[config.mk]
export PLATFORM = sky130hd
export DESIGN_NAME = mbtr_image_ram
export DESIGN_NICKNAME = d
export VERILOG_FILES = /design/src/rtl/mbtr_pkg.sv /design/src/rtl/mbtr_image_ram.sv
export SDC_FILE = /design/constraint.sdc
export NUM_CORES = 2
export LEC_CHECK = 0
export BUFFER_PORTS_ARGS = -buffer_cell sky130_fd_sc_hd__buf_2
export CAP_MARGIN = 20
export CORE_MARGIN = 4
export CORE_UTILIZATION = 50
export CTS_CLUSTER_DIAMETER = 30
export CTS_CLUSTER_SIZE = 20
export DETAILED_ROUTE_END_ITERATION = 10
export MAX_ROUTING_LAYER = met4
export PLACE_DENSITY = 0.65
export SLEW_MARGIN = 20
export SYNTH_ARGS = -nofsm -noshare
export SYNTH_HDL_FRONTEND = slang
export SYNTH_SLANG_ARGS = --single-unit
[constraint.sdc]
create_clock -name clk -period 8.6 [get_ports clk]
set_input_delay 1.72 -clock clk [delete_from_list [all_inputs] [get_ports clk]]
set_output_delay 1.72 -clock clk [all_outputs]
set_load 0.02 [all_outputs]
[src/rtl/mbtr_pkg.sv]
// Shared types and constants of the Modbus TCP read register responder.
package mbtr_pkg;

  localparam int WORD_W     = 16;
  localparam int QTY_W      = 7;
  localparam int FRAME_KEEP = 12;
  localparam int SEEN_W     = 4;

  localparam logic [15:0] BASE_ADDRESS_RESET = 16'd40000;

  localparam logic [7:0] FC_READ_HOLDING  = 8'h03;
  localparam logic [7:0] FC_EXC_FLAG      = 8'h80;
  localparam logic [7:0] EXC_BAD_FUNCTION = 8'd0;
  localparam logic [7:0] EXC_BAD_ADDRESS  = 8'd1;
  localparam logic [7:0] MBAP_LEN_EXC     = 8'd3;

  localparam logic CMD_REQUEST_BYTE = 1'b0;
  localparam logic CMD_WRITE_WORD   = 1'b1;

  typedef enum logic [2:0] {
    ST_CLEAR,
    ST_IDLE,
    ST_JUDGE,
    ST_HEADER,
    ST_DATA
  } ctrl_state_t;

  // Outcome of checking a complete request frame.
  typedef struct packed {
    logic             drop;
    logic             bad_function;
    logic             bad_address;
    logic [15:0]      tid;
    logic [7:0]       unit_id;
    logic [7:0]       fc;
    logic [QTY_W-1:0] qty;
  } verdict_t;

endpackage

[src/rtl/mbtr_image_ram.sv]
// Register image memory with one write port and two registered read ports.
module mbtr_image_ram import mbtr_pkg::*; #(
  parameter int DEPTH = 256,
  localparam int AW = $clog2(DEPTH)
) (
  input  logic              clk,
  input  logic              we,
  input  logic [AW-1:0]     waddr,
  input  logic [WORD_W-1:0] wdata,
  input  logic              re,
  input  logic [AW-1:0]     raddr0,
  input  logic [AW-1:0]     raddr1,
  output logic [WORD_W-1:0] rdata0,
  output logic [WORD_W-1:0] rdata1
);

  logic [WORD_W-1:0] mem [0:DEPTH-1];

  always_ff @(posedge clk) begin
    if (we) begin
      mem[waddr] <= wdata;
    end
  end

  // Read data holds between reads, so it can drive an output directly.
  always_ff @(posedge clk) begin
    if (re) begin
      rdata0 <= mem[raddr0];
      rdata1 <= mem[raddr1];
    end
  end

endmodule

# Yosys cells after proc, flatten, opt, wreduce, memory -nomap -nowiden

Memory sizes are Yosys's and may differ from the RTL's. A register that Yosys moved wholly into a read port is not among the register bits.
Cells that the tools add are included.

Bits in registers: 0
RAM bits: 4096
Input bits: 43
Output and inout bits: 32
Logic and storage cells: 3
Memories kept: 1

Memories:

| memory | depth | width | rd ports | clocked after Yosys merged registers in | wr ports | RTL line             | RTL |
|---|---|---|---|---|---|---|---|
| mem    | 256   | 16    | 2        | 2                                       | 1        | mbtr_image_ram.sv:17 | `logic [WORD_W-1:0] mem [0:DEPTH-1];` |

Muxes and demuxes: 2

Operator list:

| cell   | number |
|---|---|
| $mux 1 | 2 |

# Longest topological paths before layout

Depth after elaboration: 2
Gate-level depth with buffers: 13
Mapped depth without buffers: 7

# Worst setup path after synthesis

No wires, ideal clock.

Path type: input-to-reg
Start: in raddr1[0]
End: reg rdata1[10], read port of mem (data pin)
Library setup time: 0.267 ns
Arrival: 3.858 ns
Data required time: 8.333 ns
Path slack: 4.475 ns
Stages on the path: 8
Path buffers: 2
Cell sequence: buf_4 > buf_1 > mux4_2 > mux4_2 > a22oi_1 > nand2_1 > o31ai_1 > nor3_1

RTL lines:

| item            | RTL line             | RTL |
|---|---|---|
| start, declared | mbtr_image_ram.sv:12 | `input logic [AW-1:0] raddr1,` |
| end, declared   | mbtr_image_ram.sv:14 | `output logic [WORD_W-1:0] rdata1` |

==> results by group <==
Pwr
  • Combinational share of power: 6.4%
  • Net Sw Frac: 23.42%
  • Max IR drop VDD: 0.2457 mV
  • Pint: 45.06 mW
  • Share of total power in the clock network: 55.6%
  • Part of the power in registers: 38.0%
  • Switch Pwr: 13.78 mW
  • LEAKAGE: 74.99 nW
  • PwrDens: 256.7 nW/µm²

Timing
  • RSZ-0062 raised after global routing: false
  • Max Clk Rate: 0.1753 GHz
  • Max Slew Vio Count: 0
  • Final min period: 5.703 ns
  • Final setup vio count: 0
  • Hold Fails Final Rpt: 0
  • Slew @ Worst Pin: 1.307 ns
  • Setup tns final: 0 ns
  • Crit share post-route: 66.32%
  • Setup Skew: 0.1226 ns
  • Relative slew slack: 12.19%

Floorplan
  • Die width: 627.5 µm
  • I/O pins: 75
  • Row count: 227
  • Starting Density: 50.20%
  • Core area: 382,300 µm²
  • Die area: 393,800 µm²
  • Die height: 627.5 µm

Clocking
  • Hold_buf cts: 0
  • TritonCTS clock tree: done
  • Clock slew at the register clock pins of the worst setup and hold paths: 0.05 ns
  • CTS Buf Count: 827
  • Clk buf depth: 4
  • Cts repair resizes: 0
  • Postcts setup bufs: 0
  • Clock sinks: 4,128
  • Worst-Skew Late Latency: 1.13 ns
  • H-tree depth: 6
  • Root Driver: clkbuf_16

Setup path
  • Worst Reg-to-Reg Cells: 7
  • Critical R2R Capture: rdata0[7]$_DFFE_PP_
  • CP arrival: 6.54 ns
  • Reg-to-Reg Start: mem[155][7]$_DFFE_PP_
  • Worst setup path category: input pin to register
  • Crit-path max FO: 67
  • Delay-heaviest family, CP: compound AO/OA/AOI/OAI gates
  • Critical-path cell list: buf_12 -> buf_4 -> buf_4 -> mux4_2 -> mux4_2 -> a22oi_1 -> nand2_1 -> o31ai_1 -> nor3_1
  • CP startpoint kind: input pin
  • CP Capture Type: register
  • Required @ worst endpoint: 9.44 ns
  • WP buf/inv: 3
  • CP max-delay cell: o31ai_1
  • Worst path max stage delay: 0.90 ns
  • R2r setup slk: 4.50 ns

Status
  • Run status: finished clean

Hold path
  • Worst min path class: input pin to register
  • Worst hold path startpoint: wdata[1]
  • Hold depth: 1
  • Hold endpoint: mem[81][1]$_DFFE_PP_

Route
  • Final ANT Viol Nets: 0
  • Wire length per cell: 41.48 µm
  • Vias: 121,205
  • Vias per cell: 7.307
  • DRT iter0 DRCs: 19,466
  • Drt total wl: 688,100 µm
  • Drt first pass iters: 6
  • DRC viols: 0

Synthesis
  • Synth Cell Area: 191,900 µm²
  • EDFF count, synth: 4,128
  • Post-synth net total: 10,178
  • Mapped Avg Cell Area: 18.94 µm²
  • Top FF cell, synth: edfxtp_1
  • Post-synthesis async set-or-reset flop share: 0%
  • Yosys warns: 0
  • Flops & latches, synth: 4,128
  • Number of distinct library cells after synthesis: 58
  • Post-synthesis sequential area ratio: 64.59%
  • Mapped Cells: 10,135

Flow run
  • Max cap viols: 0

Layout
  • Fin cells: 16,588
  • Share of layout cells above drive strength 1: 34.53%
  • Synthesis-to-layout area growth: 19.42%
  • Nets: 10,772
  • Most frequent cells in the layout: edfxtp_1, mux4_2, mux2i_1
  • Fillers: 27,115
  • Commonest non-fill, non-tap cell in the layout: edfxtp_1

Place
  • Cells after DPL: 14,932
  • Hpwl dp: 422,600 µm
  • Placer Congestion: 0.9981
  • Number of I/O port buffers: 74

GRT
  • Number of global-route vias before repair: 120,186
  • Initial antenna violation count: 67
  • GRT Resource Usage Total: 35.69%
  • Largest net degree at the start of global routing: 180
  • Overflow after GRT: 0
  • Global-route wire length before repair: 949,400 µm
-- worst reg2reg max path: cells and delay by family, from the launching register on --
family	cells	cell delay, ns
and+or+nand+nor	3	1.66
AOI/OAI and AO/OA	3	1.35
muxes	1	0.49
DFF	1	0.38
-- cells in the mapped netlist (all sizes together), types with 4 or more instances --
master	count	area, µm²
a211o	26	227.7
nor4	39	250.2
buf	467	3261
nand2	257	964.7
mux4	1688	38020
mux2i	1021	10220
a221oi	48	420.4
nand4	30	187.7
o22ai	284	1795
o31ai	27	202.7
clkbuf	383	1441
o211ai	59	442.9
nor3	185	925.9
and3	18	112.6
edfxtp	4128	124000
o21ai	74	370.4
or2	4	25.02
a22o	55	481.7
o221ai	418	3661
nor2b	13	81.33
nand2b	11	68.82
a211oi	25	202.7
and4b	4	40.04
nor2	355	1333
o21bai	11	82.58
nand3	83	415.4
inv	6	22.52
a2111oi	39	347.8
o311ai	12	105.1
a22oi	119	893.4
and4	12	105.1
a21oi	210	1051
-- stage by stage --
stage / power, mW / util [%] / setup slack [ns] / cell area (µm²) / hold WS (ns)
floorplan: 24.74 / - / 4.475 / 191900 / 0.9843
global placement: 26.29 / 52.21 / 1.709 / 199600 / 1.121
detailed placement: 26.36 / 52.33 / 1.812 / 200000 / 1.184
CTS: 58.81 / 59.85 / 2.976 / 228800 / 1.065
global route: 60.12 / 59.94 / 2.897 / 229100 / 1.125
finish: 58.84 / 59.95 / 2.897 / 229200 / 1.120
-- sequential cells by signal (all words and copies together) (netlist names) --
signal,count
rdata1,16
mem,4096
rdata0,16
-- layout make-up --
class                   count  area (µm²)  share of cell area, %
flip-flops and latches   4128      124000                  54.09
repair buffers            615        5489                  2.395
multi-input cells        5151       64390                  28.10
diodes                     97       242.7                 0.1059
inverters                   6       41.29                0.01802
clock inverters           631        7555                  3.296
clock buffers             922       21200                  9.251
well taps                5038        6304                  2.750
-- worst max path at each step --
stage          slack [ns]  cells after the start              endpoint  startpoint
2_1_floorplan        4.48                      8  rdata1[10]$_DFFE_PP_   raddr1[0]
3_3_place_gp         1.71                      9   rdata1[5]$_DFFE_PP_   raddr1[0]
3_5_place_dp         1.81                      9  rdata1[10]$_DFFE_PP_   raddr1[0]
4_1_cts              2.98                      9  rdata1[10]$_DFFE_PP_   raddr1[0]
5_1_grt              2.90                      9  rdata1[10]$_DFFE_PP_   raddr1[0]
6_report             2.90                      9  rdata1[10]$_DFFE_PP_   raddr1[0]
-- layer usage --
layer	GRT usage (%)	up-vias	part of all wire, %
met4	20.89	0	7.1
met5	-	-	0
li1	-	45738	-
met1	45.42	63580	34
met3	11.70	1992	14
met2	50.31	9895	44
-- cell families after synthesis --
logic type / synth area share [%]
flip-flops: 64.59
AO/OA/AOI/OAI: 5.387
multiplexers: 25.14
AND/OR/NAND/NOR: 2.423
buffers and inverters: 2.462
-- power groups by stage --
stage | logic (mW) | clock network, mW | registers (mW)
after floorplan | 2.06 | 0 | 22.7
after global placement | 3.59 | 0 | 22.7
after detailed placement | 3.65 | 0 | 22.7
after CTS | 3.66 | 32.8 | 22.3
after global routing | 3.83 | 34.0 | 22.3
final | 3.76 | 32.7 | 22.3
(Power assumes the default switching activity.)
