==> src/rtl/mbtr_pkg.sv <==
// Shared types and constants of the Modbus TCP read register responder.
package mbtr_pkg;

  localparam int WORD_W     = 16;
  localparam int QTY_W      = 7;
  localparam int FRAME_KEEP = 12;
  localparam int SEEN_W     = 4;

  localparam logic [15:0] BASE_ADDRESS_RESET = 16'd40000;

  localparam logic [7:0] FC_READ_HOLDING  = 8'h03;
  localparam logic [7:0] FC_EXC_FLAG      = 8'h80;
  localparam logic [7:0] EXC_BAD_FUNCTION = 8'd0;
  localparam logic [7:0] EXC_BAD_ADDRESS  = 8'd1;
  localparam logic [7:0] MBAP_LEN_EXC     = 8'd3;

  localparam logic CMD_REQUEST_BYTE = 1'b0;
  localparam logic CMD_WRITE_WORD   = 1'b1;

  typedef enum logic [2:0] {
    ST_CLEAR,
    ST_IDLE,
    ST_JUDGE,
    ST_HEADER,
    ST_DATA
  } ctrl_state_t;

  // Outcome of checking a complete request frame.
  typedef struct packed {
    logic             drop;
    logic             bad_function;
    logic             bad_address;
    logic [15:0]      tid;
    logic [7:0]       unit_id;
    logic [7:0]       fc;
    logic [QTY_W-1:0] qty;
  } verdict_t;

endpackage

==> src/rtl/mbtr_frame_judge.sv <==
// Request byte capture and frame checking for the read register responder.
module mbtr_frame_judge import mbtr_pkg::*; #(
  parameter int IMAGE_WORDS = 256,
  parameter int MAX_QUANTITY = 125,
  localparam int AW = $clog2(IMAGE_WORDS)
) (
  input  logic          clk,
  input  logic          rst,
  input  logic          byte_accept,
  input  logic [7:0]    request_byte,
  input  logic          frame_end,
  input  logic [15:0]   base_address,
  input  logic [16:0]   base_end,
  output logic          frame_complete,
  output verdict_t      verdict,
  output logic [AW-1:0] start_idx
);

  logic [SEEN_W-1:0] bytes_seen;
  logic [7:0]        req_bytes [0:FRAME_KEEP-1];
  logic [15:0]       proto;
  logic [15:0]       start;
  logic [15:0]       qty;
  logic [16:0]       range_end;

  always_ff @(posedge clk) begin
    if (rst) begin
      bytes_seen <= '0;
    end else if (byte_accept) begin
      if (frame_end) begin
        bytes_seen <= '0;
      end else if (bytes_seen < SEEN_W'(FRAME_KEEP)) begin
        bytes_seen <= bytes_seen + 1'b1;
      end
    end
  end

  // Bytes past the twelfth are not kept.
  always_ff @(posedge clk) begin
    if (byte_accept && bytes_seen < SEEN_W'(FRAME_KEEP)) begin
      req_bytes[bytes_seen] <= request_byte;
    end
  end

  // The byte now arriving fills the last kept slot or comes later.
  assign frame_complete = (bytes_seen >= SEEN_W'(FRAME_KEEP - 1));

  assign proto     = {req_bytes[2], req_bytes[3]};
  assign start     = {req_bytes[8], req_bytes[9]};
  assign qty       = {req_bytes[10], req_bytes[11]};
  assign range_end = {1'b0, start} + {1'b0, qty};

  always_comb begin
    verdict.drop         = (proto != 16'd0);
    verdict.bad_function = (req_bytes[7] != FC_READ_HOLDING);
    verdict.bad_address  = (qty == 16'd0) || (qty > 16'(MAX_QUANTITY)) ||
                           (start < base_address) || (range_end > base_end);
    verdict.tid          = {req_bytes[0], req_bytes[1]};
    verdict.unit_id      = req_bytes[6];
    verdict.fc           = req_bytes[7];
    verdict.qty          = qty[QTY_W-1:0];
  end

  assign start_idx = AW'(start - base_address);

endmodule

==> config.mk <==
export PLATFORM = sky130hd
export DESIGN_NAME = mbtr_frame_judge
export DESIGN_NICKNAME = d
export VERILOG_FILES = /design/src/rtl/mbtr_pkg.sv /design/src/rtl/mbtr_frame_judge.sv
export SDC_FILE = /design/constraint.sdc
export NUM_CORES = 1
export LEC_CHECK = 0
export BUFFER_PORTS_ARGS = -buffer_cell sky130_fd_sc_hd__buf_2
export CORE_MARGIN = 10
export CORE_UTILIZATION = 50
export CTS_BUF_LIST = sky130_fd_sc_hd__clkbuf_16
export DETAILED_ROUTE_END_ITERATION = 8
export PLACE_DENSITY_LB_ADDON = 0.05
export SLEW_MARGIN = 30
export SYNTH_ARGS = -nofsm -noshare
export SYNTH_HDL_FRONTEND = slang
export SYNTH_SLANG_ARGS = --single-unit
==> constraint.sdc <==
create_clock -name clk -period 3.1 [get_ports clk]
set_clock_uncertainty 0.1 [all_clocks]
set_input_delay 0.31 -clock clk [delete_from_list [all_inputs] [get_ports clk]]
set_output_delay 0.31 -clock clk [all_outputs]
set_load 0.02 [all_outputs]
=== After elaboration in Yosys (flattened, before gate mapping) ===
Memory sizes are Yosys's and may differ from the RTL's.
Cells that the tools add are included.

* Add/subtract/negate cells: 3
* Order comparisons: 5
* Equality and inequality tests: 1
* Multiplexer cells: 4
* Reduce and logical (&&, ||, !) cells: 8

{| class="wikitable"
|+ Operators by type and width
! kind !! count
|-
| 16-bit by 16-bit adder with 17-bit output || 1
|-
| 17-bit greater-than comparator || 1
|-
| 16-bit by 7-bit greater-than comparator with 1-bit output (second input constant) || 1
|-
| 16-bit zero test || 1
|-
| 16-bit < comparator || 1
|-
| 16-bit nonzero test || 1
|-
| 4-bit two-way mux || 2
|-
| 8-bit by 2-bit inequality test with 1-bit output (second input constant) || 1
|-
| 8-bit subtractor || 1
|-
| 4-bit by 1-bit adder with 4-bit output (second input constant) || 1
|-
| 4-bit >= comparator (second input constant) || 1
|-
| 4-bit < comparator (second input constant) || 1
|-
| 1-bit logical OR || 3
|-
| 1-bit two-way mux || 2
|-
| 2-bit AND reduction || 1
|-
| 2-bit nonzero test || 1
|-
| 1-bit logical AND || 1
|}

* Bits in registers: 4
* RAM bits: 96
* Output and inout port bits: 51
* Logic and storage cells: 23
* Memories kept: 1

{| class="wikitable"
|+ Memories
! memory !! words !! width !! rd ports !! clocked after memory_dff !! wr ports !! line !! source
|-
| req_bytes || 12 || 8 || 10 || 0 || 1 || mbtr_frame_judge.sv:20 || <nowiki>logic [7:0] req_bytes [0:FRAME_KEEP-1];</nowiki>
|}

=== Longest topological paths before layout ===
Gate-level depths: netlist of run 1.

* Depth after elaboration: 4
* Mapped depth: 16

=== Worst setup path before layout of run 1 ===
Ideal clock, no wire load.

* Path kind: register to output
* Start point: memory req_bytes[11][0]
* End point: output verdict[39] (netlist name)
* Data arrival time: 3.061 ns
* Setup slack: -0.371 ns
* Cell stages (with the launch flop): 17
* Buffers on the path: 0
* Path through: edfxtp_1 > ha_1 > inv_1 > fa_1 > and2b_4 > o2111ai_2 > a21oi_2 > nor3_1 > nand2b_1 > o211ai_1 > ha_1 > a21o_1 > a21o_1 > a21oi_1 > o21ai_0 > a21oi_1 > o221ai_1

{| class="wikitable"
|+ RTL lines
! element !! line !! source
|-
| start, declared || mbtr_frame_judge.sv:20 ||
|-
| end, declared || mbtr_frame_judge.sv:15 || <nowiki>output verdict_t verdict,</nowiki>
|}

==> results of run 1 <==
-- where the power goes --
| part | leakage, µW | internal, µW | switching [µW] |
|---|---|---|---|
| clock | 0.000150 | 627 | 415 |
| combinational | 0.00174 | 71.5 | 113 |
| sequential | 0.000758 | 1250 | 4.47 |
-- timing repair --
item,4_1_cts,5_1_grt
setup endpoints to repair,1,2
gates resized for setup,7,5
setup buffers,2,0
pin swaps,9,6
-- per-stage QoR --
| stage | cells | instance area, µm² |
|---|---|---|
| detailed placement | 637 | 5583 |
| CTS | 655 | 5928 |
| floorplan | 384 | 4589 |
| global placement | 637 | 5583 |
| finish | 655 | 5943 |
| global route | 655 | 5943 |
-- per-layer routing --
layer	vias up	global-route usage	share of wire
li1	1725	-	-
met2	73	0.2849	0.49
met4	0	0.05505	0.016
met5	-	0	0
met1	1614	0.1907	0.43
met3	16	0.04858	0.067
-- final timing paths --
| path | cells after the start | slack [ps] | end | start |
|---|---|---|---|---|
| setup / recovery | 17 | -850 | verdict[39] | req_bytes[9][0] |
| hold / removal | 2 | 80 | bytes_seen[1] | rst |
| setup reg to reg | 3 | 1280 | req_bytes[11][6] | bytes_seen[0] |
| hold reg to reg | 2 | 420 | bytes_seen[1] | bytes_seen[1] |
-- flip-flops by register name (all words and copies together), names as in the netlist --
| signal | cells |
|---|---|
| req_bytes | 80 |
| bytes_seen | 4 |
-- placed cells by master (no fill, tap or decap), types with 11 or more instances in the layout --
master,instances
o21ai_0,15
buf_4,63
buf_2,93
a21o_1,14
ha_1,52
xnor2_1,13
nor3_1,11
nor2_1,25
nand2_1,14
a21oi_1,20
inv_1,47
edfxtp_1,80
-- logic make-up (layout without fill, tap and decap cells) --
group	Yosys count	after routing
simple gates	94	94
flops	84	84
compound gates	77	77
buf+inv	57	220
fa+ha+maj	55	55
xor+xnor	17	17
-- critical path, delay by kind of cell, from the launching register on --
kind                     cells  cell delay (ps)
XOR/XNOR                     1              130
AND/OR/NAND/NOR              2              530
adder cells (fa/ha/maj)      3              660
flip-flops                   1              390
AO/OA/AOI/OAI                9             1250
buffers and inverters        2              240
-- area by class of cell --
cell class / instances / area (µm²)
fill: 668 / 2863
sequential: 84 / 2482
multi-input combinational: 243 / 1907
timing repair buffer: 156 / 938.4
clock buffer: 9 / 225.2
inverter: 48 / 180.2
tap: 108 / 135.1
clock inverter: 7 / 75.07
==> reports/qor.yml, run 1 <==
status:
  outcome: "complete, but fails checks"
  failed_checks: "negative setup slack"
detailed_routing:
  wire_per_inst_um: 16.66
  detail_route.first_pass.iterations: 4
  drt_iter0_drc: 134
  drt_wl_total_mm: 10.91
  ant_nets: 0
  route.detailed.drc: 0
  routed_via_density: 5.234
  via_count: 3428
worst_hold_path:
  worst_hold_path_type: "primary input to register"
setup_path:
  worstSetupEndpointType: "primary output"
  crit_required_ps: 2690
  cp_slowest_cell: "edfxtp_1"
  cp_common_cell: "a21oi_2"
  crit_arrival_ps: 3540
  cp-start-kind: "register"
  slowest_delay_ps: 390
  path_class: "register to primary output"
  crit_path_max_fanout: 3
  path_cells: "ha_2 > inv_2 > fa_2 > and2b_4 > o2111ai_4 > a21oi_2 > or3_1 > a21oi_2 > xnor2_1 > ha_1 > a21o_1 > a21o_1 > a21oi_2 > o21ai_1 > a21oi_1 > o221ai_2 > buf_4"
synth:
  synth_edf_count: 80
  async_flop_share: 0
  synth_top_family_by_area: "adder cells"
  synthAdderAreaFrac: 0.1536
  synth_area_leaders: "edfxtp_1 (52%), ha_1 (14%), inv_1 (3.9%), xnor2_1 (2.5%), a21oi_1 (2.4%)"
  synth_cell_types: 47
  synth_warnings: 0
  synth-compound-area-share: 0.1121
  ys_ff_latch: 84
  syn_inst: 384
  synth-xor-area-share: 0.03252
  synthSimpleGateAreaFrac: 0.1071
  synth_area_leader_cell: "edfxtp_1"
  syn_nets: 484
  yosysMostFrequentCell: "edfxtp_1"
  yosysTopAreaCellShare: 0.5247
  syn_avg_cell_area_um2: 11.92
  synthMuxAreaShare: 0
  ys.flop_type: "edfxtp_1"
  synth-seq-area-share: 0.5422
  synthTopCellsByCount: "edfxtp_1 (80), ha_1 (53), inv_1 (48)"
  netlist_area_um2: 4578
global_routing:
  grt_pass1_vias: 3511
  grt_use_total: 0.1642
  gr-total-overflow: 0
  grt_antenna_before_repair: 0
  grt_pass1_wl_mm: 17.29
  grt_start_max_net_pins: 16
sta:
  finalHoldViolations: 0
  worst_pin_slew_ps: 734.8
  setup_ws_ps: -853.9
  post-route-period-util: 1.275
  drv_slew: 0
  holdWs_ps: 84.87
  rsz0062_at_grt: "true"
  maxSlewHeadroom: 0.5083
  tns_ps: -853.9
  min_period_ps: 3954
  setup-violations-final: 1
  fmax_ghz: 0.2529
floorplanning:
  rows: 34
  start_util: 0.5199
  die_w_um: 115.7
  io_pins: 96
  core_area_um2: 8806
  die_area_um2: 13380
  die_h_um: 115.7
layout:
  final_core_util: 0.6749
  area_delta_synth_final_pct: 29.82
  drive_above_1_share: 0.3473
  diodes: 0
  layout.nets: 642
cts:
  htreeDepth: 3
  clock-sinks: 84
  cts_root_buf: "clkbuf_16"
  cts_made_buffers: 9
  clk_latency_ps: 330
  cts_hold_buf: 0
  cts_tree: "done"
  clk_pin_slew_worst_paths_ps: 60
  cts_buffer_depth: 2
power:
  ir_drop_mv: 0.5538
  p_total_uw: 2485
  power.density_nw_per_um2: 418.2
  power.leakage_uw: 0.002647
job:
  cap_violations: 0
placement:
  hpwl_mm: 8.782
  place_ws_ps: -669.2
  routabilityCongestion: 0.8492
  portBuffers: 95
Power figures use the tool's default switching activity.
==> run 2, diff against run 1 <==
--- a/config.mk
+++ b/config.mk
@@ -6,11 +6,11 @@
 export NUM_CORES = 1
 export LEC_CHECK = 0
 export BUFFER_PORTS_ARGS = -buffer_cell sky130_fd_sc_hd__buf_2
-export CORE_MARGIN = 10
 export CORE_UTILIZATION = 50
 export CTS_BUF_LIST = sky130_fd_sc_hd__clkbuf_16
 export DETAILED_ROUTE_END_ITERATION = 8
 export PLACE_DENSITY_LB_ADDON = 0.05
+export RECOVER_POWER = 25
 export SLEW_MARGIN = 30
 export SYNTH_ARGS = -nofsm -noshare
 export SYNTH_HDL_FRONTEND = slang
==> reports/qor.yml, run 2 (synthesis gave the netlist of run 1 again) <==
status:
  outcome: "complete, but fails checks"
  failed_checks: "design-rule violations, negative setup slack"
layout:
  seq_area_um2: 2482  # unchanged
  layout.cells.most_common_list: "buf_2 (87), edfxtp_1 (80), buf_4 (58)"
  regMostFlops: "req_bytes"
  reg_top3: "req_bytes: 80 flops, bytes_seen: 4 flops"
  layout.cells.non_filler: 651  # -0.61%
  diodes: 0  # unchanged
  drive_above_1_share: 0.3241  # -0.02322
  largest_reg_flops: 80  # unchanged
  area_delta_synth_final_pct: 30.34
  n_fill_cell: 679  # +1.6%
  multi_input_area_um2: 1907  # unchanged
  layout.nets: 638  # -0.62%
  mostFrequentLayoutCell: "buf_2"
placement:
  portBuffers: 95  # unchanged
  placed_cells: 634  # -0.47%
  routabilityCongestion: 0.8357  # -1.6%
  hpwl_mm: 7.691  # -12%
setup_path:
  worstSetupEndpointType: "primary output"
  crit_path_max_fanout: 3  # unchanged
  crit_buf_inv: 2  # unchanged
  crit_required_ps: 2690  # about the same
  cp_slowest_cell: "edfxtp_1"
  path_class: "register to primary output"
  path_delay_family: "compound AO/OA/AOI/OAI gates"
  crit_arrival_ps: 3550  # about the same
  path_cells: "ha_2 > inv_2 > fa_2 > and2b_4 > o2111ai_4 > a21oi_4 > or3_1 > a21oi_2 > xnor2_1 > ha_1 > a21o_1 > a21o_1 > a21oi_1 > o21ai_1 > a21oi_1 > o221ai_2 > buf_4"
  slowest_delay_ps: 410  # +20 ps
  cp-start-kind: "register"
floorplanning:
  io_pins: 96  # unchanged
  die_w_um: 97.69  # -16%
  die_h_um: 97.69  # -16%
  die_area_um2: 9543  # -29%
  rows: 34  # unchanged
  start_util: 0.5199  # unchanged
  core_area_um2: 8806  # unchanged
global_routing:
  grt_start_max_net_pins: 15  # -1
  grt_use_total: 0.2176  # +0.05333
  gr-total-overflow: 0  # unchanged
  grt_antenna_before_repair: 0  # unchanged
  grt_pass1_vias: 3379  # -3.8%
  grt_pass1_wl_mm: 16.11  # -6.8%
power:
  p_sw_uw: 515.7  # -3.1%
  p_int_uw: 2190  # +12%
  pwr-share-comb: 0.066  # -0.008
  power_frac_clock: 0.469  # +0.050
  power.leakage_uw: 0.002636  # -0.44%
  swShare: 0.1906  # -0.02357
  p_total_uw: 2706  # +8.9%
  p_seq_frac: 0.465  # -0.042
  ir_drop_mv: 0.5278  # -4.7%
  power.density_nw_per_um2: 453.4  # +8.4%
cts:
  clock-sinks: 84  # unchanged
  cts_hold_buf: 0  # unchanged
  htreeDepth: 3  # unchanged
  clk_pin_slew_worst_paths_ps: 60  # about the same
  cts_root_buf: "clkbuf_16"
  cts_buffer_depth: 2  # unchanged
  cts_tree: "done"
  clk_latency_ps: 320  # about the same
  cts_made_buffers: 9  # unchanged
detailed_routing:
  drt_iter0_drc: 55  # -59%
  route.detailed.drc: 4  # +4
  ant_nets: 0  # unchanged
  wire_per_inst_um: 15.11  # -9.3%
  via_count: 3377  # -1.5%
  drt_wl_total_mm: 9.835  # -9.9%
  routed_via_density: 5.187  # -0.88%
  detail_route.first_pass.iterations: 8  # +4
sta:
  rsz0062_at_grt: "true"
  drv_slew: 0  # unchanged
  setup-violations-final: 1  # unchanged
  holdWs_ps: 101.4  # +16.50 ps
  tns_ps: -855.9  # -1.929 ps
  post-route-period-util: 1.276  # about the same
  setup_ws_ps: -855.9  # -1.929 ps
  worst_pin_slew_ps: 718.8  # -15.97 ps
  min_period_ps: 3956  # +1.929 ps
  maxSlewHeadroom: 0.5190  # +0.01069
  fmax_ghz: 0.2528  # about the same
  finalHoldViolations: 0  # unchanged
job:
  cap_violations: 0  # unchanged
worst_hold_path:
  worst_hold_path_type: "primary input to register"
==> run 2: cell count changes in the layout (fill, tap and decap cells not counted), sizes merged <==
cell | previous run | this run
buf | 156 | 145
bufinv | 1 | 4
clkbuf | 9 | 16
clkinv | 5 | 1
clkinvlp | 0 | 1
==> run 2: repair_timing <==
item | in CTS | in global routing
resized for setup | 8 | 2
setup buffers | 1 | 0
setup endpoints to repair | 1 | 2
pin swaps | 6 | 3
==> run 2: path summary, 6_finish.rpt <==
| path | startpoint | endpoint | slack, ps | cells past startpoint |
|---|---|---|---|---|
| setup / recovery | req_bytes[11][0] | verdict[39] | -860 | 17 |
| hold / removal | rst | bytes_seen[0] | 100 | 2 |
| setup reg to reg | bytes_seen[0] | req_bytes[11][6] | 1270 | 3 |
| hold reg to reg | bytes_seen[1] | bytes_seen[1] | 450 | 2 |
==> run 2: area by class of cell <==
class | count | share of cell area
clock buffer | 9 | 0.03774
clock inverter | 7 | 0.02348
inverter | 48 | 0.03020
multi-input combinational | 243 | 0.3196
sequential | 84 | 0.4160
tap | 108 | 0.02265
timing repair buffer | 152 | 0.1503
==> run 2: power by group through the flow <==
stage / Combinational (µW) / Sequential [µW] / Clock [µW]
floorplan: 81.6 / 1300 / 0
detailed placement: 179 / 1280 / 0
CTS: 181 / 1260 / 1280
global route: 196 / 1260 / 1320
finish: 178 / 1260 / 1270
global placement: 175 / 1280 / 0
==> run 2: worst reg2reg max path, delay by kind of cell, from the launching register on <==
kind                     cells  cell delay, ps
adder cells (fa/ha/maj)      1             250
flip-flops                   1             420
AND/OR/NAND/NOR              2             690
==> run 2: layer usage <==
layer	vias up	GRT usage	part of all wire
li1	1721	-	-
met1	1549	0.2831	0.45
met2	95	0.3759	0.49
met3	12	0.03597	0.044
met4	0	0.05944	0.012
met5	-	0	0
==> run 2: metrics by stage <==
step	setup slack [ps]	cell area, µm²	utilization
floorplan	-261.1	4589	-
global placement	-544.5	5560	0.6314
detailed placement	-641.9	5560	0.6314
CTS	-921.7	5963	0.6772
global route	-1091	5967	0.6776
finish	-855.9	5967	0.6776
