### src/rtl/mbtr_pkg.sv
// Shared types and constants of the Modbus TCP read register responder.
package mbtr_pkg;

  localparam int WORD_W     = 16;
  localparam int QTY_W      = 7;
  localparam int FRAME_KEEP = 12;
  localparam int SEEN_W     = 4;

  localparam logic [15:0] BASE_ADDRESS_RESET = 16'd40000;

  localparam logic [7:0] FC_READ_HOLDING  = 8'h03;
  localparam logic [7:0] FC_EXC_FLAG      = 8'h80;
  localparam logic [7:0] EXC_BAD_FUNCTION = 8'd0;
  localparam logic [7:0] EXC_BAD_ADDRESS  = 8'd1;
  localparam logic [7:0] MBAP_LEN_EXC     = 8'd3;

  localparam logic CMD_REQUEST_BYTE = 1'b0;
  localparam logic CMD_WRITE_WORD   = 1'b1;

  typedef enum logic [2:0] {
    ST_CLEAR,
    ST_IDLE,
    ST_JUDGE,
    ST_HEADER,
    ST_DATA
  } ctrl_state_t;

  // Outcome of checking a complete request frame.
  typedef struct packed {
    logic             drop;
    logic             bad_function;
    logic             bad_address;
    logic [15:0]      tid;
    logic [7:0]       unit_id;
    logic [7:0]       fc;
    logic [QTY_W-1:0] qty;
  } verdict_t;

endpackage

### src/rtl/mbtr_ctrl.sv
// Sequencer of the responder: image clearing, writes, judging and readout.
module mbtr_ctrl import mbtr_pkg::*; #(
  parameter int IMAGE_WORDS = 256,
  localparam int AW = $clog2(IMAGE_WORDS)
) (
  input  logic              clk,
  input  logic              rst,
  input  logic              in_valid,
  output logic              in_ready,
  input  logic              command,
  input  logic              frame_end,
  input  logic [7:0]        write_index,
  input  logic [15:0]       write_value,
  input  logic              frame_complete,
  input  verdict_t          verdict,
  input  logic [AW-1:0]     start_idx,
  output logic              out_valid,
  input  logic              out_ready,
  output logic              is_header,
  output logic [15:0]       trans_id,
  output logic [7:0]        mbap_length,
  output logic [7:0]        unit_id,
  output logic [7:0]        function_code,
  output logic [7:0]        count_or_exception,
  output logic [15:0]       word_first,
  output logic [15:0]       word_second,
  output logic [1:0]        words_valid,
  output logic              last,
  output logic              ram_we,
  output logic [AW-1:0]     ram_waddr,
  output logic [WORD_W-1:0] ram_wdata,
  output logic              ram_re,
  output logic [AW-1:0]     ram_raddr0,
  output logic [AW-1:0]     ram_raddr1,
  input  logic [WORD_W-1:0] ram_rdata0,
  input  logic [WORD_W-1:0] ram_rdata1
);

  ctrl_state_t      state, state_next;
  logic [AW-1:0]    clr_cnt;
  logic [AW-1:0]    rd_idx;
  logic [QTY_W-1:0] rem;
  logic [15:0]      hdr_tid;
  logic [7:0]       hdr_len;
  logic [7:0]       hdr_unit;
  logic [7:0]       hdr_fc;
  logic [7:0]       hdr_coe;
  logic             hdr_last;
  logic             load_header;
  logic             clr_done;
  logic             write_ok;
  logic             data_last;
  logic             data_two;

  assign clr_done  = (clr_cnt == AW'(IMAGE_WORDS - 1));
  assign write_ok  = (int'(write_index) < IMAGE_WORDS);
  assign data_last = (rem <= QTY_W'(2));
  assign data_two  = (rem >= QTY_W'(2));

  always_comb begin
    state_next = state;
    unique case (state)
      ST_CLEAR: begin
        if (clr_done) state_next = ST_IDLE;
      end
      ST_IDLE: begin
        if (in_valid && command == CMD_REQUEST_BYTE && frame_end && frame_complete) begin
          state_next = ST_JUDGE;
        end
      end
      ST_JUDGE: begin
        state_next = verdict.drop ? ST_IDLE : ST_HEADER;
      end
      ST_HEADER: begin
        if (out_ready) state_next = hdr_last ? ST_IDLE : ST_DATA;
      end
      ST_DATA: begin
        if (out_ready && data_last) state_next = ST_IDLE;
      end
      default: state_next = ST_IDLE;
    endcase
  end

  always_comb begin
    in_ready    = 1'b0;
    out_valid   = 1'b0;
    ram_we      = 1'b0;
    ram_waddr   = clr_cnt;
    ram_wdata   = '0;
    ram_re      = 1'b0;
    load_header = 1'b0;
    unique case (state)
      ST_CLEAR: begin
        ram_we = 1'b1;
      end
      ST_IDLE: begin
        in_ready = 1'b1;
        if (in_valid && command == CMD_WRITE_WORD && write_ok) begin
          ram_we    = 1'b1;
          ram_waddr = AW'(write_index);
          ram_wdata = write_value;
        end
      end
      ST_JUDGE: begin
        load_header = !verdict.drop;
      end
      ST_HEADER: begin
        out_valid = 1'b1;
        ram_re    = out_ready && !hdr_last;
      end
      ST_DATA: begin
        out_valid = 1'b1;
        ram_re    = out_ready && !data_last;
      end
      default: begin
        in_ready = 1'b0;
      end
    endcase
  end

  // The second word of a pair never addresses past the image.
  assign ram_raddr0 = rd_idx;
  assign ram_raddr1 = (rd_idx == AW'(IMAGE_WORDS - 1)) ? '0 : AW'(rd_idx + 1'b1);

  always_ff @(posedge clk) begin
    if (rst) begin
      state   <= ST_CLEAR;
      clr_cnt <= '0;
    end else begin
      state <= state_next;
      if (state == ST_CLEAR) clr_cnt <= AW'(clr_cnt + 1'b1);
    end
  end

  always_ff @(posedge clk) begin
    if (load_header) begin
      hdr_tid  <= verdict.tid;
      hdr_unit <= verdict.unit_id;
      rd_idx   <= start_idx;
      rem      <= verdict.qty;
      if (verdict.bad_function || verdict.bad_address) begin
        hdr_len  <= MBAP_LEN_EXC;
        hdr_fc   <= verdict.fc | FC_EXC_FLAG;
        hdr_coe  <= verdict.bad_function ? EXC_BAD_FUNCTION : EXC_BAD_ADDRESS;
        hdr_last <= 1'b1;
      end else begin
        hdr_len  <= MBAP_LEN_EXC + {verdict.qty, 1'b0};
        hdr_fc   <= FC_READ_HOLDING;
        hdr_coe  <= {verdict.qty, 1'b0};
        hdr_last <= 1'b0;
      end
    end else if (ram_re) begin
      rd_idx <= AW'(rd_idx + 2'd2);
      if (state == ST_DATA) rem <= rem - QTY_W'(2);
    end
  end

  assign is_header          = (state == ST_HEADER);
  assign trans_id           = is_header ? hdr_tid : '0;
  assign mbap_length        = is_header ? hdr_len : '0;
  assign unit_id            = is_header ? hdr_unit : '0;
  assign function_code      = is_header ? hdr_fc : '0;
  assign count_or_exception = is_header ? hdr_coe : '0;
  assign word_first         = is_header ? '0 : ram_rdata0;
  assign word_second        = (is_header || !data_two) ? '0 : ram_rdata1;
  assign words_valid        = is_header ? 2'd0 : (data_two ? 2'd2 : 2'd1);
  assign last               = is_header ? hdr_last : data_last;

endmodule

### config.mk
export PLATFORM = sky130hd
export DESIGN_NAME = mbtr_ctrl
export DESIGN_NICKNAME = d
export VERILOG_FILES = /design/src/rtl/mbtr_pkg.sv /design/src/rtl/mbtr_ctrl.sv
export SDC_FILE = /design/constraint.sdc
export NUM_CORES = 1
export LEC_CHECK = 0
export BUFFER_PORTS_ARGS = -buffer_cell sky130_fd_sc_hd__buf_2
export CAP_MARGIN = 40
export CORE_UTILIZATION = 40
export CTS_BUF_LIST = sky130_fd_sc_hd__clkbuf_4 sky130_fd_sc_hd__clkbuf_8
export DETAILED_ROUTE_END_ITERATION = 8
export PLACE_DENSITY = 0.79
export SETUP_SLACK_MARGIN = 0.5
export SLEW_MARGIN = 40
export SYNTH_ARGS = -nofsm -noshare
export SYNTH_HDL_FRONTEND = slang
export SYNTH_SLANG_ARGS = --single-unit
### constraint.sdc
create_clock -name clk -period 2.2 [get_ports clk]
set_clock_uncertainty 0.1 [all_clocks]
set_input_delay 0.33 -clock clk [delete_from_list [all_inputs] [get_ports clk]]
set_output_delay 0.33 -clock clk [all_outputs]
set_load 0.01 [all_outputs]
# ---- Word-level counts from Yosys, hierarchy flattened
# Index checks and enable logic that the tools add are counted.
dict set report word_totals {
  regBits 75
  latchBits 0
  ramBits 0
  mem_bits_ro 0
  output_inout_bits 128
  word_cells 86
  n_memories 0
}
dict set report classes {
  n_addsub 5
  n_mul 0
  div_mod_pow 0
  magnitude_cmp 2
  n_eq_ne 10
  shifts 0
  n_mux 37
  n_bitwise 1
  reduce_logical 19
}
# operator count
set op_table {}
lappend op_table {{two-way mux 8 bit} 11}
lappend op_table {{two-way mux 16 bit} 5}
lappend op_table {{two-way mux 7 bit} 3}
lappend op_table {{adder 8 x 1 -> 8 bit (second input constant)} 2}
lappend op_table {{== test 8 bit (second input constant)} 2}
lappend op_table {{two-way mux 3 bit} 5}
lappend op_table {{one-hot mux 3 bit (5 select lines)} 1}
lappend op_table {{adder 2 x 8 -> 8 bit (first input constant)} 1}
lappend op_table {{adder 8 x 2 -> 8 bit (second input constant)} 1}
lappend op_table {{!= test 2 bit (second input constant)} 4}
lappend op_table {{greater-or-equal comparator 7 x 2 -> 1 bit (second input constant)} 1}
lappend op_table {{less-or-equal comparator 7 x 2 -> 1 bit (second input constant)} 1}
lappend op_table {{logical AND 1 bit} 7}
lappend op_table {{two-way mux 1 bit} 7}
lappend op_table {{subtractor 7 x 2 -> 7 bit (second input constant)} 1}
lappend op_table {{== test 3 x 2 -> 1 bit (second input constant)} 2}
lappend op_table {{two-way mux 2 bit} 3}
lappend op_table {{logical NOT 1 bit} 4}
lappend op_table {{one-hot mux 1 bit (2 select lines)} 2}
lappend op_table {{AND reduction 4 bit} 1}
lappend op_table {{nonzero test 2 bit} 2}
lappend op_table {{== test 3 x 1 -> 1 bit (second input constant)} 1}
lappend op_table {{== test 3 bit (second input constant)} 1}
lappend op_table {{logical NOT 3 bit} 1}
lappend op_table {{4 further kinds} 5}

# ---- Longest topological paths before layout
dict set report depth {
  ltp_word 6
  depth_mapped 7
  depth_no_buf 5
}

# ---- Least setup slack after synthesis
# OpenSTA, ideal clock, no wires.
dict set report synth_path {
  path_type {register -> output}
  from {register state[0]}
  to {output ram_waddr[4]}
  t_arrival_ns 1.457
  t_required_ns 1.770
  slack_ns 0.313
  stages_incl_launch_ff 6
  path_cell_list {dfxtp_1 -> nor3b_4 -> and3_1 -> buf_6 -> buf_6 -> mux2_4}
}
dict set report synth_via {
  elab_chain_len 2
}
# item line
set synth_lines {}
lappend synth_lines {{start: declaration} mbtr_ctrl.sv:39} ;# ctrl_state_t state, state_next;
lappend synth_lines {{start signal: assignment} mbtr_ctrl.sv:130} ;# state <= state_next;
lappend synth_lines {{== test 3 x 1 -> 1 bit} mbtr_ctrl.sv:92} ;# unique case (state)
lappend synth_lines {{two-way mux 8 bit} mbtr_ctrl.sv:92}
lappend synth_lines {{end: declaration} mbtr_ctrl.sv:30} ;# output logic [AW-1:0] ram_waddr,
# Every way passes these cells.

# ---- Worst setup path in the final report
dict set report layout_path {
  from {register rem[0]}
  to {output word_second[3]}
}
dict set report layout_via {
  elab_chain_len 4
}
# item line
set layout_lines {}
lappend layout_lines {{start: declaration} mbtr_ctrl.sv:42} ;# logic [QTY_W-1:0] rem;
lappend layout_lines {{start signal: assignment} mbtr_ctrl.sv:140} ;# rem <= verdict.qty;
lappend layout_lines {{start signal: assignment} mbtr_ctrl.sv:154} ;# if (state == ST_DATA) rem <= rem - QTY_W'(2);
lappend layout_lines {{greater-or-equal comparator 7 x 2 -> 1 bit} mbtr_ctrl.sv:58} ;# assign data_two = (rem >= QTY_W'(2));
lappend layout_lines {{logical NOT 1 bit} mbtr_ctrl.sv:165} ;# assign word_second = (is_header || !data_two) ? '0 : ram_rdata1;
lappend layout_lines {{logical OR 1 bit} mbtr_ctrl.sv:165}
lappend layout_lines {{two-way mux 16 bit} mbtr_ctrl.sv:165}
lappend layout_lines {{end: declaration} mbtr_ctrl.sv:26} ;# output logic [15:0] word_second,
# Every way passes these cells.

==> impl_metrics.env <==
export IMPL_status="finished with violations"
export IMPL_violations="setup timing"
export IMPL_post_place_ws_ns=0.2031
export IMPL_met1_usage_pct=28.35
export IMPL_powerDensity_mw_per_mm2=444.4
export IMPL_end_kind="output pin"
export IMPL_cts_root_buf="clkbuf_8"
export IMPL_drc=0
export IMPL_synth_seq_area_share_pct=52.11
export IMPL_clock_sinks=73
export IMPL_cts_htree_levels=3
export IMPL_power_frac_comb_pct=17.0
export IMPL_critPathRequiredTime_ns=1.77
export IMPL_setup_violations=17
export IMPL_floorplan_die_width_um=101.9
export IMPL_met2_usage_pct=46.73
export IMPL_place_gp_congestion=0.7503
export IMPL_antenna_left=0
export IMPL_min_from="verdict[33]"
export IMPL_cp_cell_sequence="or3_4 > a31oi_4 > buf_12 > and2_1 > buf_6"
export IMPL_hold_violations=0
export IMPL_synthToLayoutAreaGrowth_pct=85.50
export IMPL_final_layout_size_suffix_gt1_share_pct=66.47
export IMPL_layout_setup_ws_ns=-0.03628
export IMPL_tritoncts="yes"
export IMPL_irDropWorstVdd_mv=0.3151
export IMPL_clockBufferDepth=2
export IMPL_ys_ff_latch=73
export IMPL_path_max_fanout=17
export IMPL_fp_dieH_um=101.9
export IMPL_layout_common_cells="buf_2, buf_6, and2_4"
export IMPL_dr_pass1_iters=4
export IMPL_grt_start_max_net_pins=29
export IMPL_mostFrequentLayoutCell="buf_2"
export IMPL_p_clk_share_pct=36.4
export IMPL_boundaryPins=241
export IMPL_viasPerCell=4.974
export IMPL_wirelength_mm=14.83
export IMPL_worstReg2RegStart="state[1]$_SDFFE_PP0P_"
export IMPL_io_buffers=239
export IMPL_synth_distinct_cells=45
export IMPL_rows=36
export IMPL_hp_class="input pin to flop"
export IMPL_vias=3989
export IMPL_power_switching_mw=0.7999
export IMPL_worstHoldPathCells=1
export IMPL_wl_per_cell_um=18.49
export IMPL_use_met3_pct=4.309
export IMPL_hold_buffers=0
export IMPL_worst_pin_slew_ns=0.5281
export IMPL_reg2reg_to="ram_raddr0[4]$_DFFE_PP_"
export IMPL_pwr_share_seq_pct=46.6
export IMPL_n_fill_cell=609
export IMPL_period_share_pct=101.6
export IMPL_cp_slowest_cell="edfxtp_1"
export IMPL_final_nets=781
export IMPL_startpoint_type="flop"
export IMPL_max_stage_delay_ns=0.42
export IMPL_dieArea_mm2=0.01039
export IMPL_synth_cells=372
export IMPL_synth_top_area_cell="edfxtp_1"
export IMPL_p_int_mw=2.494
export IMPL_synth_nets=490
export IMPL_syn_area_mm2=0.003995
export IMPL_rsz0062_at_grt="true"
export IMPL_overflow=0
export IMPL_antenna_found_initial=1
export IMPL_finalMaxSlewViolations=0
export IMPL_min_to="hdr_tid[10]$_DFFE_PP_"
export IMPL_core_area_mm2=0.009729
export IMPL_drtIter0Drc=149
export IMPL_grt_pass1_vias=3893
export IMPL_critPathKind="flop to output pin"
export IMPL_clock_latency_ns=0.35
export IMPL_period_minus_slack_ns=2.236
export IMPL_track_usage_pct=25.20
export IMPL_gr_max_usage_layer="met2"
export IMPL_max_freq_mhz=447.2
export IMPL_syn_area_per_cell_um2=10.74
export IMPL_arrival_ns=1.81
export IMPL_hpwl_mm=8.196
export IMPL_holdWs_ns=0.04919
export IMPL_synthTopCellsByArea="edfxtp_1, and2_1, dfxtp_1"
export IMPL_synth_top_area_share_pct=46.60
export IMPL_timing_slew_headroom_pct=64.67
export IMPL_reg2reg_depth=4
export IMPL_cts_inserted_buffers=9
export IMPL_sw_frac_of_total_pct=24.29
export IMPL_grt_pass1_wl_mm=19.52
export IMPL_clk_pin_slew_ns=0.08
export IMPL_ys_warn_count=0
export IMPL_max_cap_viol_count=0
export IMPL_regToRegSetupSlack_ns=0.40
export IMPL_initial_utilization_pct=41.06
export IMPL_power_leakage_nw=3.291
-- logic make-up (layout without fill, tap and decap cells) --
family                   after synthesis  in the layout  synth area share (%)
other                                  0              1                     0
AND/OR/NAND/NOR                      205            206                 29.41
multiplexers                           8              8                 2.537
adder cells (fa/ha/maj)                5              5                 1.566
buffers and inverters                 28            323                 4.228
AO/OA/AOI/OAI                         28             28                 4.667
flip-flops                            73             73                 52.11
XOR/XNOR                              25             25                 5.481
-- power by group through the flow --
stage / Sequential (mW) / Clock [mW] / Combinational [mW]
6_report: 1.53 / 1.20 / 0.559
5_1_grt: 1.54 / 1.28 / 0.596
4_1_cts: 1.53 / 1.22 / 0.479
3_5_place_dp: 1.57 / 0 / 0.375
3_3_place_gp: 1.57 / 0 / 0.365
2_1_floorplan: 1.56 / 0 / 0.192
-- timing repair --
item,CTS,global route
gates cloned,12,3
endpoints found under the setup margin,168,167
resized for setup,192,75
setup buffers,25,13
pin swaps,30,51
-- registers in the layout, indices dropped and copies added (netlist names) --
name	cells
clr_cnt	8
hdr_coe	8
hdr_fc	8
hdr_len	7
hdr_tid	16
hdr_unit	8
ram_raddr0	8
rem	7
state	3
-- cell usage after synthesis (all sizes together) --
| cell | n |
|---|---|
| ha | 5 |
| nor3b | 2 |
| nand2b | 5 |
| edfxtp | 62 |
| buf | 11 |
| and2 | 93 |
| and3 | 4 |
| o21ai | 13 |
| xor2 | 13 |
| a21o | 1 |
| nand4 | 4 |
| nor2 | 25 |
| a31oi | 1 |
| nand3 | 11 |
| xnor2 | 12 |
| nand2 | 27 |
| or3 | 4 |
| and3b | 1 |
| clkbuf | 9 |
| dfxtp | 11 |
| mux2 | 8 |
| o21a | 1 |
| a21oi | 6 |
| inv | 7 |
| clkinv | 1 |
| a221o | 1 |
| or2 | 2 |
| nor3 | 7 |
| a211oi | 1 |
| o31ai | 1 |
| a221oi | 1 |
| nand3b | 1 |
| nor4 | 1 |
| nand4b | 1 |
| o21bai | 1 |
| nor2b | 17 |
| a22o | 1 |
-- metal layers --
| metal | share of wire, % | vias to the layer above |
|---|---|---|
| met5 | 0 | - |
| met3 | 6.5 | 38 |
| met2 | 54 | 173 |
| met4 | 3.1 | 0 |
| li1 | - | 1848 |
| met1 | 37 | 1930 |
-- cell type report --
type | instances | area (um2) | share of cell area, %
antenna | 1 | 2.502 | 0.03377
clock buffer | 10 | 131.4 | 1.773
multi-input combinational | 272 | 2198 | 29.66
inverter | 8 | 42.54 | 0.5740
timing repair inverter | 1 | 8.758 | 0.1182
clock inverter | 6 | 92.59 | 1.249
timing repair buffer | 298 | 2675 | 36.10
sequential | 73 | 2093 | 28.25
tap | 133 | 166.4 | 2.245
-- critical path, delay by kind of cell (launching register included) --
kind,cells,cell delay [ns]
simple gates,2,0.57
flops,1,0.42
buf+inv,2,0.27
compound gates,1,0.19
-- worst max-delay path by stage --
stage | start | to | cells past startpoint
6_report | rem[0]$_DFFE_PP_ | word_second[3] | 5
5_1_grt | rem[0]$_DFFE_PP_ | word_second[2] | 5
4_1_cts | rem[0]$_DFFE_PP_ | word_second[15] | 5
3_3_place_gp | rem[1]$_DFFE_PP_ | word_second[9] | 5
2_1_floorplan | state[0]$_SDFFE_PP0P_ | ram_waddr[4] | 5
3_5_place_dp | rem[1]$_DFFE_PP_ | word_second[6] | 5
-- metrics by stage --
stage | power (mW) | setup TNS, ns | cell area [um2] | std cells | util (%)
after floorplan | 1.756 | 0 | 4063 | 372 | -
after global placement | 1.936 | 0 | 5351 | 732 | 55.00
after detailed placement | 1.946 | 0 | 5351 | 732 | 55.00
after CTS | 3.238 | -0.1312 | 6889 | 785 | 70.81
after global routing | 3.418 | -1.565 | 7411 | 802 | 76.17
final | 3.294 | -0.2566 | 7411 | 802 | 76.17
Power figures use the tool's default switching activity.
